--- src/rtl/jsu_pkg.sv ---
// ----------------------------------------------------------------------------
// JSON string unescaper: shared package
// Status codes, queue sizing and the command word that the parser hands to
// the UTF-8 encoder.
// ----------------------------------------------------------------------------
package jsu_pkg;

    // Depth of the command queue between parser and encoder. Eight entries
    // cover the backlog of a four-byte code point followed by plain bytes.
    localparam int CmdDepth = 8;
    localparam int PtrW     = $clog2(CmdDepth);
    localparam int CntW     = $clog2(CmdDepth + 1);

    // Result status codes.
    localparam logic [3:0] ST_DATA      = 4'd0;
    localparam logic [3:0] ST_CLOSED    = 4'd1;
    localparam logic [3:0] ST_NO_OPEN   = 4'd2;
    localparam logic [3:0] ST_CTRL      = 4'd3;
    localparam logic [3:0] ST_BAD_ESC   = 4'd4;
    localparam logic [3:0] ST_BAD_HEX   = 4'd5;
    localparam logic [3:0] ST_NO_LOW    = 4'd6;
    localparam logic [3:0] ST_BAD_LOW   = 4'd7;
    localparam logic [3:0] ST_STRAY_LOW = 4'd8;
    localparam logic [3:0] ST_UNTERM    = 4'd9;
    localparam logic [3:0] ST_END_BS    = 4'd10;
    localparam logic [3:0] ST_SHORT_U   = 4'd11;

    // One parser command: a status result, a raw byte, or a code point.
    typedef struct packed {
        logic [3:0]  status;  // not ST_DATA: a single status result
        logic        raw;     // pass cp[7:0] through as one byte
        logic [20:0] cp;      // code point to encode as UTF-8
    } t_cmd;

    // Head of the command queue as seen by the encoder.
    typedef struct packed {
        logic valid;
        t_cmd cmd;
    } t_head;

endpackage

--- src/rtl/jsu_front.sv ---
// ----------------------------------------------------------------------------
// JSON string unescaper: parser front end
// Walks the string one input byte per cycle while bytes are taken, decodes escapes and surrogate
// pairs, and issues at most one command per byte into the queue.
// ----------------------------------------------------------------------------
module jsu_front (
    input  logic          i_clk,
    input  logic          i_rst_n,
    input  logic          i_take,
    input  logic [7:0]    i_in_byte,
    input  logic          i_end_of_input,
    output logic          o_cmd_valid,
    output jsu_pkg::t_cmd o_cmd
);

    // Parser phases.
    localparam logic [3:0] PH_IDLE    = 4'd0;
    localparam logic [3:0] PH_STR     = 4'd1;
    localparam logic [3:0] PH_ESC     = 4'd2;
    localparam logic [3:0] PH_HEX1    = 4'd3;
    localparam logic [3:0] PH_PAIR_BS = 4'd4;
    localparam logic [3:0] PH_PAIR_U  = 4'd5;
    localparam logic [3:0] PH_HEX2    = 4'd6;

    // Hex digit value, with bit 4 set for a byte that is not a hex digit.
    function automatic logic [4:0] hex_value(input logic [7:0] b);
        logic [7:0] t;
        begin
            t = 8'h00;
            if (b >= 8'h30 && b <= 8'h39) begin
                t = b - 8'h30;
            end else if (b >= 8'h61 && b <= 8'h66) begin
                t = b - 8'h57;
            end else if (b >= 8'h41 && b <= 8'h46) begin
                t = b - 8'h37;
            end else begin
                t = 8'h10;
            end
            hex_value = t[4:0];
        end
    endfunction

    logic [3:0]  r_phase,     n_phase;
    logic [1:0]  r_hex_count, n_hex_count;
    logic [15:0] r_code_unit, n_code_unit;
    logic [9:0]  r_high_half, n_high_half;

    logic [4:0]  w_digit;
    logic [15:0] w_unit;
    logic [10:0] w_plane;

    assign w_digit = hex_value(i_in_byte);
    assign w_unit  = {r_code_unit[11:0], w_digit[3:0]};
    assign w_plane = {1'b0, r_high_half} + 11'd64;

    // Next-state and command decode for one byte.
    always_comb begin
        n_phase     = r_phase;
        n_hex_count = r_hex_count;
        n_code_unit = r_code_unit;
        n_high_half = r_high_half;
        o_cmd_valid = 1'b0;
        o_cmd       = '0;

        unique case (r_phase)
            PH_STR: begin
                if (i_end_of_input) begin
                    n_phase = PH_IDLE; o_cmd_valid = 1'b1; o_cmd.status = jsu_pkg::ST_UNTERM;
                end else if (i_in_byte == 8'h22) begin
                    n_phase = PH_IDLE; o_cmd_valid = 1'b1; o_cmd.status = jsu_pkg::ST_CLOSED;
                end else if (i_in_byte < 8'h20) begin
                    n_phase = PH_IDLE; o_cmd_valid = 1'b1; o_cmd.status = jsu_pkg::ST_CTRL;
                end else if (i_in_byte == 8'h5C) begin
                    n_phase = PH_ESC;
                end else begin
                    o_cmd_valid = 1'b1;
                    o_cmd.raw   = 1'b1;
                    o_cmd.cp    = {13'd0, i_in_byte};
                end
            end
            PH_ESC: begin
                if (i_end_of_input) begin
                    n_phase = PH_IDLE; o_cmd_valid = 1'b1; o_cmd.status = jsu_pkg::ST_END_BS;
                end else begin
                    n_phase     = PH_STR;
                    o_cmd_valid = 1'b1;
                    o_cmd.raw   = 1'b1;
                    unique case (i_in_byte)
                        8'h22, 8'h5C, 8'h2F: o_cmd.cp = {13'd0, i_in_byte};
                        8'h62: o_cmd.cp = 21'h08;
                        8'h66: o_cmd.cp = 21'h0C;
                        8'h6E: o_cmd.cp = 21'h0A;
                        8'h72: o_cmd.cp = 21'h0D;
                        8'h74: o_cmd.cp = 21'h09;
                        8'h75: begin
                            n_phase     = PH_HEX1;
                            n_hex_count = 2'd0;
                            n_code_unit = 16'd0;
                            o_cmd_valid = 1'b0;
                        end
                        default: begin
                            n_phase      = PH_IDLE;
                            o_cmd.raw    = 1'b0;
                            o_cmd.status = jsu_pkg::ST_BAD_ESC;
                        end
                    endcase
                end
            end
            PH_HEX1, PH_HEX2: begin
                if (i_end_of_input) begin
                    n_phase = PH_IDLE; o_cmd_valid = 1'b1; o_cmd.status = jsu_pkg::ST_SHORT_U;
                end else if (w_digit[4]) begin
                    n_phase = PH_IDLE; o_cmd_valid = 1'b1; o_cmd.status = jsu_pkg::ST_BAD_HEX;
                end else begin
                    n_code_unit = w_unit;
                    if (r_hex_count != 2'd3) begin
                        n_hex_count = r_hex_count + 2'd1;
                    end else begin
                        n_hex_count = 2'd0;
                        if (r_phase == PH_HEX1) begin
                            // First unit: high surrogate waits for its partner.
                            if (w_unit[15:10] == 6'b110110) begin
                                n_high_half = w_unit[9:0];
                                n_phase     = PH_PAIR_BS;
                            end else if (w_unit[15:10] == 6'b110111) begin
                                n_phase      = PH_IDLE;
                                o_cmd_valid  = 1'b1;
                                o_cmd.status = jsu_pkg::ST_STRAY_LOW;
                            end else begin
                                n_phase     = PH_STR;
                                o_cmd_valid = 1'b1;
                                o_cmd.cp    = {5'd0, w_unit};
                            end
                        end else begin
                            // Second unit must be a low surrogate.
                            o_cmd_valid = 1'b1;
                            if (w_unit[15:10] != 6'b110111) begin
                                n_phase      = PH_IDLE;
                                o_cmd.status = jsu_pkg::ST_BAD_LOW;
                            end else begin
                                n_phase  = PH_STR;
                                o_cmd.cp = {w_plane[10:0], w_unit[9:0]};
                            end
                        end
                    end
                end
            end
            PH_PAIR_BS: begin
                if (i_end_of_input || i_in_byte != 8'h5C) begin
                    n_phase = PH_IDLE; o_cmd_valid = 1'b1; o_cmd.status = jsu_pkg::ST_NO_LOW;
                end else begin
                    n_phase = PH_PAIR_U;
                end
            end
            PH_PAIR_U: begin
                if (i_end_of_input || i_in_byte != 8'h75) begin
                    n_phase = PH_IDLE; o_cmd_valid = 1'b1; o_cmd.status = jsu_pkg::ST_NO_LOW;
                end else begin
                    n_phase     = PH_HEX2;
                    n_hex_count = 2'd0;
                    n_code_unit = 16'd0;
                end
            end
            default: begin
                // Idle, and any unused phase code, waits for an opening quote.
                n_phase = PH_IDLE;
                if (!i_end_of_input) begin
                    if (i_in_byte == 8'h22) begin
                        n_phase = PH_STR;
                    end else begin
                        o_cmd_valid  = 1'b1;
                        o_cmd.status = jsu_pkg::ST_NO_OPEN;
                    end
                end
            end
        endcase
    end

    // Parser state advances only on an accepted byte.
    always_ff @(posedge i_clk) begin
        if (!i_rst_n) begin
            r_phase     <= PH_IDLE;
            r_hex_count <= 2'd0;
            r_code_unit <= 16'd0;
            r_high_half <= 10'd0;
        end else if (i_take) begin
            r_phase     <= n_phase;
            r_hex_count <= n_hex_count;
            r_code_unit <= n_code_unit;
            r_high_half <= n_high_half;
        end
    end

endmodule

--- src/rtl/jsu_cmd_fifo.sv ---
// ----------------------------------------------------------------------------
// JSON string unescaper: command queue
// Short queue of parser commands that decouples the parser from the encoder.
// ----------------------------------------------------------------------------
module jsu_cmd_fifo (
    input  logic          i_clk,
    input  logic          i_rst_n,
    input  logic          i_wr,
    input  jsu_pkg::t_cmd i_cmd,
    input  logic          i_rd,
    output jsu_pkg::t_head o_head,
    output logic          o_full
);

    jsu_pkg::t_cmd r_mem [jsu_pkg::CmdDepth];

    logic [jsu_pkg::PtrW-1:0] r_wr_ptr, r_rd_ptr;
    logic [jsu_pkg::CntW-1:0] r_count;

    assign o_full       = (r_count == jsu_pkg::CntW'(jsu_pkg::CmdDepth));
    assign o_head.valid = (r_count != '0);
    assign o_head.cmd   = r_mem[r_rd_ptr];

    // Storage write.
    always_ff @(posedge i_clk) begin
        if (i_wr) begin
            r_mem[r_wr_ptr] <= i_cmd;
        end
    end

    // Pointers and fill count.
    always_ff @(posedge i_clk) begin
        if (!i_rst_n) begin
            r_wr_ptr <= '0;
            r_rd_ptr <= '0;
            r_count  <= '0;
        end else begin
            if (i_wr) begin
                r_wr_ptr <= r_wr_ptr + jsu_pkg::PtrW'(1);
            end
            if (i_rd) begin
                r_rd_ptr <= r_rd_ptr + jsu_pkg::PtrW'(1);
            end
            if (i_wr && !i_rd) begin
                r_count <= r_count + jsu_pkg::CntW'(1);
            end else if (i_rd && !i_wr) begin
                r_count <= r_count - jsu_pkg::CntW'(1);
            end
        end
    end

endmodule

--- src/rtl/jsu_back.sv ---
// ----------------------------------------------------------------------------
// JSON string unescaper: UTF-8 back end
// Takes queued commands and, while its output register is free or drains, emits
// one result word per cycle into it: status words, raw bytes, or UTF-8 bytes.
// ----------------------------------------------------------------------------
module jsu_back (
    input  logic           i_clk,
    input  logic           i_rst_n,
    input  jsu_pkg::t_head i_head,
    output logic           o_fetch,
    input  logic           i_pop,
    output logic           o_empty,
    output logic [3:0]     o_status,
    output logic [7:0]     o_out_byte,
    output logic           o_last
);

    jsu_pkg::t_cmd r_cmd;
    logic          r_cmd_valid;
    logic [1:0]    r_idx;
    logic          r_out_valid;
    logic [3:0]    r_status;
    logic [7:0]    r_byte;
    logic          r_last;

    logic [7:0] w_bytes [4];
    logic [1:0] w_last_idx;
    logic       w_adv;
    logic       w_done;

    // UTF-8 byte lanes and length of the current command.
    always_comb begin
        w_bytes[0] = 8'h00;
        w_bytes[1] = 8'h00;
        w_bytes[2] = 8'h00;
        w_bytes[3] = 8'h00;
        w_last_idx = 2'd0;
        if (r_cmd.status != jsu_pkg::ST_DATA) begin
            w_last_idx = 2'd0;
        end else if (r_cmd.raw || r_cmd.cp[20:7] == '0) begin
            w_bytes[0] = r_cmd.cp[7:0];
        end else if (r_cmd.cp[20:11] == '0) begin
            w_last_idx = 2'd1;
            w_bytes[0] = {3'b110, r_cmd.cp[10:6]};
            w_bytes[1] = {2'b10, r_cmd.cp[5:0]};
        end else if (r_cmd.cp[20:16] == '0) begin
            w_last_idx = 2'd2;
            w_bytes[0] = {4'b1110, r_cmd.cp[15:12]};
            w_bytes[1] = {2'b10, r_cmd.cp[11:6]};
            w_bytes[2] = {2'b10, r_cmd.cp[5:0]};
        end else begin
            w_last_idx = 2'd3;
            w_bytes[0] = {5'b11110, r_cmd.cp[20:18]};
            w_bytes[1] = {2'b10, r_cmd.cp[17:12]};
            w_bytes[2] = {2'b10, r_cmd.cp[11:6]};
            w_bytes[3] = {2'b10, r_cmd.cp[5:0]};
        end
    end

    // A word moves to the output register when that register is free or drains.
    assign w_adv   = r_cmd_valid && (!r_out_valid || i_pop);
    assign w_done  = w_adv && (r_idx == w_last_idx);
    assign o_fetch = i_head.valid && (!r_cmd_valid || w_done);

    // Current command and byte index.
    always_ff @(posedge i_clk) begin
        if (!i_rst_n) begin
            r_cmd_valid <= 1'b0;
            r_idx       <= 2'd0;
        end else if (o_fetch) begin
            r_cmd_valid <= 1'b1;
            r_idx       <= 2'd0;
        end else if (w_done) begin
            r_cmd_valid <= 1'b0;
        end else if (w_adv) begin
            r_idx <= r_idx + 2'd1;
        end
    end

    always_ff @(posedge i_clk) begin
        if (o_fetch) begin
            r_cmd <= i_head.cmd;
        end
    end

    // Output register.
    always_ff @(posedge i_clk) begin
        if (!i_rst_n) begin
            r_out_valid <= 1'b0;
        end else if (w_adv) begin
            r_out_valid <= 1'b1;
        end else if (i_pop) begin
            r_out_valid <= 1'b0;
        end
    end

    always_ff @(posedge i_clk) begin
        if (w_adv) begin
            r_status <= r_cmd.status;
            r_byte   <= w_bytes[r_idx];
            r_last   <= (r_idx == w_last_idx);
        end
    end

    assign o_empty    = !r_out_valid;
    assign o_status   = r_status;
    assign o_out_byte = r_byte;
    assign o_last     = r_last;

endmodule

--- src/rtl/json_string_unescape_utf8_top.sv ---
// ----------------------------------------------------------------------------
// JSON string unescaper, top level
// Decodes a JSON string token byte by byte into UTF-8 bytes and status words.
//
//   Channel   Handshake      Word fields
//   input     push / full    i_in_byte[7:0], i_end_of_input
//   result    pop / empty    o_status[3:0], o_out_byte[7:0], o_last
//
// One input byte is taken per cycle while push is high and full is low; result
// words leave one per cycle while pop is held and a word is waiting.
// The encoder emits one to four words per command, but a multi-byte code
// point needs a six- or twelve-byte escape, so the encoder keeps pace with one
// input byte per cycle; the eight-entry command queue absorbs the bursts.
// Reset is synchronous and clears the parser, queue and output register.
// full rises only while the command queue is full; pop may stall at will.
// ----------------------------------------------------------------------------
module json_string_unescape_utf8_top (
    input  logic       i_clk,
    input  logic       i_rst_n,
    input  logic       push,
    output logic       full,
    input  logic [7:0] i_in_byte,
    input  logic       i_end_of_input,
    output logic       empty,
    input  logic       pop,
    output logic [3:0] o_status,
    output logic [7:0] o_out_byte,
    output logic       o_last
);

    logic           w_take;
    logic           w_cmd_valid;
    jsu_pkg::t_cmd  w_cmd;
    jsu_pkg::t_head w_head;
    logic           w_fetch;

    assign w_take = push && !full;

    // Parser.
    jsu_front u_front (
        .i_clk          (i_clk),
        .i_rst_n        (i_rst_n),
        .i_take         (w_take),
        .i_in_byte      (i_in_byte),
        .i_end_of_input (i_end_of_input),
        .o_cmd_valid    (w_cmd_valid),
        .o_cmd          (w_cmd)
    );

    // Command queue.
    jsu_cmd_fifo u_fifo (
        .i_clk   (i_clk),
        .i_rst_n (i_rst_n),
        .i_wr    (w_take && w_cmd_valid),
        .i_cmd   (w_cmd),
        .i_rd    (w_fetch),
        .o_head  (w_head),
        .o_full  (full)
    );

    // UTF-8 encoder and output register.
    jsu_back u_back (
        .i_clk      (i_clk),
        .i_rst_n    (i_rst_n),
        .i_head     (w_head),
        .o_fetch    (w_fetch),
        .i_pop      (pop && !empty),
        .o_empty    (empty),
        .o_status   (o_status),
        .o_out_byte (o_out_byte),
        .o_last     (o_last)
    );

endmodule

--- config.mk ---
export PLATFORM = sky130hd
export DESIGN_NAME = json_string_unescape_utf8_top
export DESIGN_NICKNAME = d
export VERILOG_FILES = /design/src/rtl/jsu_pkg.sv /design/src/rtl/jsu_front.sv /design/src/rtl/jsu_cmd_fifo.sv /design/src/rtl/jsu_back.sv /design/src/rtl/json_string_unescape_utf8_top.sv
export SDC_FILE = /design/constraint.sdc
export NUM_CORES = 1
export LEC_CHECK = 0
export BUFFER_PORTS_ARGS = -buffer_cell sky130_fd_sc_hd__buf_2
export CORE_ASPECT_RATIO = 0.8
export CORE_MARGIN = 8
export CORE_UTILIZATION = 40
export CTS_CLUSTER_DIAMETER = 80
export DETAILED_ROUTE_END_ITERATION = 16
export PLACE_DENSITY = 0.57
export SYNTH_ARGS = -nofsm -noshare
export SYNTH_HDL_FRONTEND = slang
export SYNTH_SLANG_ARGS = --single-unit
--- constraint.sdc ---
create_clock -name i_clk -period 6.99 [get_ports i_clk]
set_input_delay 1.0485 -clock i_clk [delete_from_list [all_inputs] [get_ports i_clk]]
set_output_delay 1.0485 -clock i_clk [all_outputs]
set_load 0.005 [all_outputs]
After elaboration in Yosys (flattened, before gate mapping) --
Memories as Yosys holds them, arrays and structs flattened. A register that Yosys moved wholly into a read port is not among the register bits. Cells that the tools add are included.
Storage, ports and cells: register bits after elaboration 55, memory bits (writable) 208, output and inout port bits 15, memories kept 1
Cells by class: add/subtract/negate cells 10, $lt $le $gt $ge 8, eq/ne operators 30, muxes and demuxes 104, bitwise operators 6, reduce and logical (&&, ||, !) cells 39
Memory list:
- u_fifo.r_mem | words 8, width 26, rd ports 1, clocked after memory_dff 1, write ports 1, line jsu_cmd_fifo.sv:15 | jsu_pkg::t_cmd r_mem [jsu_pkg::CmdDepth];
Operator list (count):
- 21-bit two-way mux | 7
- 22-bit two-way mux | 5
- 4-bit two-way mux | 24
- 21-bit one-hot mux with 3 select lines | 1
- 12-bit two-way mux | 5
- 8-bit by 7-bit == test with 1-bit output (second input constant) | 7
- 16-bit two-way mux | 3
- 8-bit one-hot mux with 6 select lines | 1
- 4-bit one-hot mux with 5 select lines | 2
- 12-bit one-hot mux with 3 select lines | 1
- 32-bit two-way mux | 1
- 8-bit two-way mux | 4
- 1-bit two-way mux | 25
- 24-bit two-way mux | 1
- 2-bit two-way mux | 11
- 8-bit binary-select mux with 2-bit select | 1
- 8-bit by 6-bit == test with 1-bit output (second input constant) | 2
- 8-bit by 7-bit >= comparator with 1-bit output (second input constant) | 2
- 8-bit by 7-bit less-or-equal comparator with 1-bit output (second input constant) | 2
- 8-bit by 7-bit != test with 1-bit output (second input constant) | 2
- 3-bit two-way mux | 5
- 5-bit two-way mux | 3
- 5-bit subtractor (second input constant) | 3
- 14-bit logical NOT | 1
- 40 further kinds | 78

Depth between registers and ports, before layout --
word-level depth 13, mapped depth 18, gate-level depth less buffers 16

Cells and area by module --
A second synthesis with hierarchy kept.
Unflattened totals: cell total of the unflattened synthesis 849, area total of the unflattened synthesis 12952.4 sq um
Modules (own cells, without submodules):
- jsu_cmd_fifo | times used 1, cells each 370, area an instance 8625.8 sq um, sequential area each 6506.2 sq um
- jsu_front | times used 1, cells each 305, area an instance 2239.6 sq um, sequential area each 540.5 sq um
- jsu_back | times used 1, cells each 171, area an instance 2065.7 sq um, sequential area each 1251.2 sq um
- json_string_unescape_utf8_top | times used 1, cells each 3, area an instance 21.3 sq um, sequential area each 0.0 sq um

Worst setup path before layout --
No wires, ideal clock.
kind in2reg, start input port i_in_byte[0], end memory u_fifo.r_mem[4][0] in the netlist's numbering (enable), library setup time 0.484 ns, arrival time 5.364 ns, path slack 1.142 ns, stages 10, path buffers 2, cells stage by stage inv_1 > ha_1 > nor3b_1 > nor4b_2 > or2_1 > buf_6 > o211ai_1 > a2bb2oi_2 > buf_6 > nor4b_1
Between the ends: cells in the longest elaborated chain, start to end 11
RTL lines:
- start, declared | line json_string_unescape_utf8_top.sv:22 | input logic [7:0] i_in_byte,
- 8-bit by 7-bit >= comparator with 1-bit output or 8-bit by 7-bit less-or-equal comparator with 1-bit output (tied branches) | line jsu_front.sv:34 | end else if (b >= 8'h41 && b <= 8'h46) begin
- 1-bit logical AND | line jsu_front.sv:34
- 5-bit two-way mux | line jsu_front.sv:34
- 5-bit two-way mux | line jsu_front.sv:32 | end else if (b >= 8'h61 && b <= 8'h66) begin
- 5-bit two-way mux | line jsu_front.sv:30 | if (b >= 8'h30 && b <= 8'h39) begin
- 1-bit two-way mux | line jsu_front.sv:112 | end else if (w_digit[4]) begin
- 1-bit two-way mux | line jsu_front.sv:110 | if (i_end_of_input) begin
- 1-bit one-hot mux with 5 select lines * | line jsu_front.sv:65 | unique case (r_phase)
- 1-bit logical AND * | line json_string_unescape_utf8_top.sv:54 | .i_wr (w_take && w_cmd_valid),
- 1-bit two-way mux * | line jsu_cmd_fifo.sv:26 | if (i_wr) begin
- 1-bit two-way mux (implied by the code) * | line jsu_cmd_fifo.sv:27 | r_mem[r_wr_ptr] <= i_cmd;
- end, declared | line jsu_cmd_fifo.sv:15
Every way passes the cells marked *; elsewhere a longest branch is shown, timed or not.

Worst setup path after layout --
start input port i_in_byte[0], end register u_fifo.r_count[3] in the netlist's numbering
Between the ends: cells in the longest elaborated chain, start to end 12
RTL lines:
- 8-bit by 7-bit >= comparator with 1-bit output or 8-bit by 7-bit less-or-equal comparator with 1-bit output (tied branches) | line jsu_front.sv:34
- 1-bit logical AND | line jsu_front.sv:34
- 5-bit two-way mux | line jsu_front.sv:34
- 5-bit two-way mux | line jsu_front.sv:32
- 5-bit two-way mux | line jsu_front.sv:30
- 1-bit two-way mux | line jsu_front.sv:112
- 1-bit two-way mux | line jsu_front.sv:110
- 1-bit one-hot mux with 5 select lines * | line jsu_front.sv:65
- 1-bit logical AND * | line json_string_unescape_utf8_top.sv:54
- named net u_fifo.i_wr | line jsu_cmd_fifo.sv:8 | input logic i_wr,
- 1-bit logical NOT | line jsu_cmd_fifo.sv:46 | end else if (i_rd && !i_wr) begin
- 1-bit logical AND | line jsu_cmd_fifo.sv:46
- 2-bit nonzero test (no source line)
- end signal, assigned | line jsu_cmd_fifo.sv:45 | r_count <= r_count + jsu_pkg::CntW'(1);
- end signal, assigned | line jsu_cmd_fifo.sv:47 | r_count <= r_count - jsu_pkg::CntW'(1);
- end, declared | line jsu_cmd_fifo.sv:18 | logic [jsu_pkg::CntW-1:0] r_count;
The timed path passes the listed nets; every way through them passes the cells marked *. A chain may end at the register's enable or synchronous reset.

==> metrics.yaml <==
floorplanning:
  die-area_mm2: 0.03771
  die_height_um: 175.3
  coreArea_mm2: 0.03135
  fp.dieW_um: 215.1
  rows: 58
  io_pins: 28
  initial_core_util: 0.4047
timing:
  fin_crit_ns: 4.639
  tightest_slew_ns: 1.270
  final-max-slew-violation-count: 0
  slew_headroom: 0.1506
  fin_tns_setup_ns: 0
  finalHoldViolations: 0
  fin_crit_sh: 0.6636
  hold_ws_ns: 0.4406
  rsz0062_at_grt: "false"
  fin_skew_ns: 0.009254
  fmax_mhz: 215.6
  report.final.setup_viol: 0
setup_path:
  slowest_delay_ns: 0.67
  slowest_stage: "a2bb2oi_2"
  worstPathArrival_ns: 5.11
  startpoint_type: "input pin"
  crit_chain: "buf_2, inv_1, ha_1, o21bai_1, a211oi_1, or2_1, o211ai_1, a2bb2oi_2, inv_1, ha_1, inv_1, ha_1, a21o_1, a21oi_1, xnor2_1, or3_1, a21oi_1"
  worstPathRequired_ns: 7.46
  endpoint_kind: "flip-flop"
  r2r_start: "u_back.r_cmd[18]"
  criticalPathCategory: "in -> reg"
  critPathLaunch: "i_in_byte[0]"
  crit_fanout: 11
clock_tree:
  cts_made_buffers: 30
  cts_tree: "done"
  clockRootBuffer: "clkbuf_16"
  postCtsResizedCells: 0
  cts_sinks: 288
  cts_setup_buffers: 0
  cts_buffer_depth: 3
  cts.hold.buffers_added: 0
  ctsHtreeMaxLevel: 1
  clk_pin_slew_ns: 0.06
  clock_latency_ns: 0.54
synth:
  yosysMostFrequentCell: "edfxtp_1"
  synth_edf_count: 247
  synth_compound_area_frac: 0.07751
  ys_seq_elements: 288
  synthXorXnorAreaFrac: 0.003451
  yosysSeqAreaShare: 0.6492
  ys.flop_type: "edfxtp_1"
  syn_avg_cell_area_um2: 14.79
  ys_top_cells_by_area: "edfxtp_1, mux4_2, dfxtp_1, mux2_2, nand2_1"
  synth-async-reset-ratio: 0
  synth-simple-area-share: 0.1017
  netlist_area_mm2: 0.01269
  synth_top_family_by_area: "multiplexers"
  synthCells: 858
  synthAdderAreaFrac: 0.01242
  synth.largest_area_cell: "edfxtp_1"
  synth_cell_type_count: 78
  yosysTopAreaCellShare: 0.5846
  ys_warn_count: 0
  synth_nets: 883
  synthMuxAreaShare: 0.1345
  netlist_top_cells_count: "edfxtp_1, nand2_1, mux4_2, nor2_1, a21oi_1"
outcome:
  status: "completed"
global_route:
  grt_pass1_vias: 7469
  grt-ovfl-total: 0
  antenna_found_initial: 0
  grt_pass1_wl_um: 44710
  gr-usage-all-layers: 0.1490
  grt_max_degree: 55
pwr:
  p_total_mw: 4.742
  power_per_cell_area_mw_per_mm2: 333.0
  peakVddDrop_mv: 0.1671
  p_leak_nw: 4.453
placement:
  portBuffers: 27
  hpwlAfterDp_um: 17470
  dpl_cell_area_mm2: 0.01332
  place.gp.congestion: 0.8834
detailed_routing:
  vias: 7492
  drc: 0
  totalWireLength_um: 28340
  dr.pass1.iters: 5
  first_iter_violations: 611
  detail-route-antenna-nets: 0
  viasPerCell: 5.659
  drt-wirelength-per-cell_um: 21.40
run:
  maxCapViolations: 0
layout:
  final_layout_size_suffix_gt1_frac: 0.2046
  stdcell_area_mm2: 0.01424
  multi_input_area_mm2: 0.004250
  fillers: 2767
  areaGrowthSynthToFinish_pct: 12.23
  final_nets: 909
  antennaDiodeCount: 0
  register_area_mm2: 0.008243
hold_path:
  hp-class: "reg -> reg"
  hp-start: "u_back.r_cmd[25]"
==> worst max-delay path: cells and delay by family <==
family | cells | cell delay, ns
adders and majority gates | 3 | 0.80
buffers and inverters | 4 | 0.47
AOI/OAI and AO/OA | 7 | 2.04
and+or+nand+nor | 2 | 0.64
xor gates and xnor gates | 1 | 0.09
==> layout make-up <==
type,instances,share of cell area
tap,420,0.03690
sequential,288,0.5789
timing repair buffer,41,0.01687
clock buffer,40,0.05896
multi-input combinational,508,0.2985
clock inverter,12,0.005975
inverter,15,0.003954
==> sequential cells by signal, indices dropped and copies added, names as in the netlist, 3 cells and up <==
name                 cells
u_fifo.r_rd_ptr          3
u_front.r_high_half     10
u_back.o_out_byte        8
u_front.r_code_unit     12
u_fifo.r_count           4
u_back.r_cmd            26
u_front.r_phase          3
u_back.o_status          4
u_fifo.r_wr_ptr          3
u_fifo.r_mem           208
==> cell families after synthesis <==
kind of cell / after synthesis
compound gates: 142
xor+xnor: 5
fa+ha+maj: 12
buf+inv: 62
flops: 288
mux: 102
simple gates: 247
==> where the power goes <==
part / total (mW) / switching, mW / internal (mW)
logic: 0.988 / 0.538 / 0.450
clock network: 1.49 / 0.624 / 0.871
registers: 2.26 / 0.154 / 2.10
total: 4.74 / 1.32 / 3.43
==> stage by stage <==
| step | setup slack, ns | utilization | instances |
|---|---|---|---|
| after CTS | 2.365 | 0.4542 | 1324 |
| after global routing | 1.877 | 0.4542 | 1324 |
| after floorplan | 1.142 | - | 858 |
| final | 2.351 | 0.4542 | 1324 |
| after global placement | 1.914 | 0.4247 | 1272 |
| after detailed placement | 1.814 | 0.4247 | 1272 |
==> final timing paths <==
path | end | slack, ns | depth (start not counted)
max | u_fifo.r_count[3] | 2.35 | 17
min | u_back.o_status[3] | 0.44 | 0
max reg2reg | u_fifo.r_count[3] | 2.63 | 15
min reg2reg | u_back.o_status[3] | 0.44 | 0
==> routing by layer <==
layer,track usage,part of all wire
met1,0.2173,0.50
met2,0.2349,0.45
met3,0.02579,0.041
met4,0.02521,0.013
met5,0,0
==> placed cells by master (no fill, tap or decap), types with 5 or more instances in the layout <==
cell,netlist,layout
a21oi_1,44,44
a22o_1,5,5
ha_1,11,11
or3_1,7,7
mux2i_1,22,22
a21o_1,6,6
nor2b_1,7,7
a31oi_1,6,6
dfxtp_1,41,39
nor4_1,7,5
buf_2,9,27
mux4_2,52,52
nand2_1,65,65
and2_1,11,11
o21ai_0,23,23
edfxtp_1,247,247
nand2b_1,6,6
and3_1,5,5
inv_1,14,14
nor2_1,49,49
clkbuf_16,0,31
clkbuf_1,28,6
nor3_1,12,10
clkinv_1,1,6
nand4_1,8,8
buf_4,2,14
mux2_2,28,28
a211oi_1,10,10
nor3b_1,7,6
nand3_1,35,35
No activity file was read; power rests on OpenSTA's default activity.
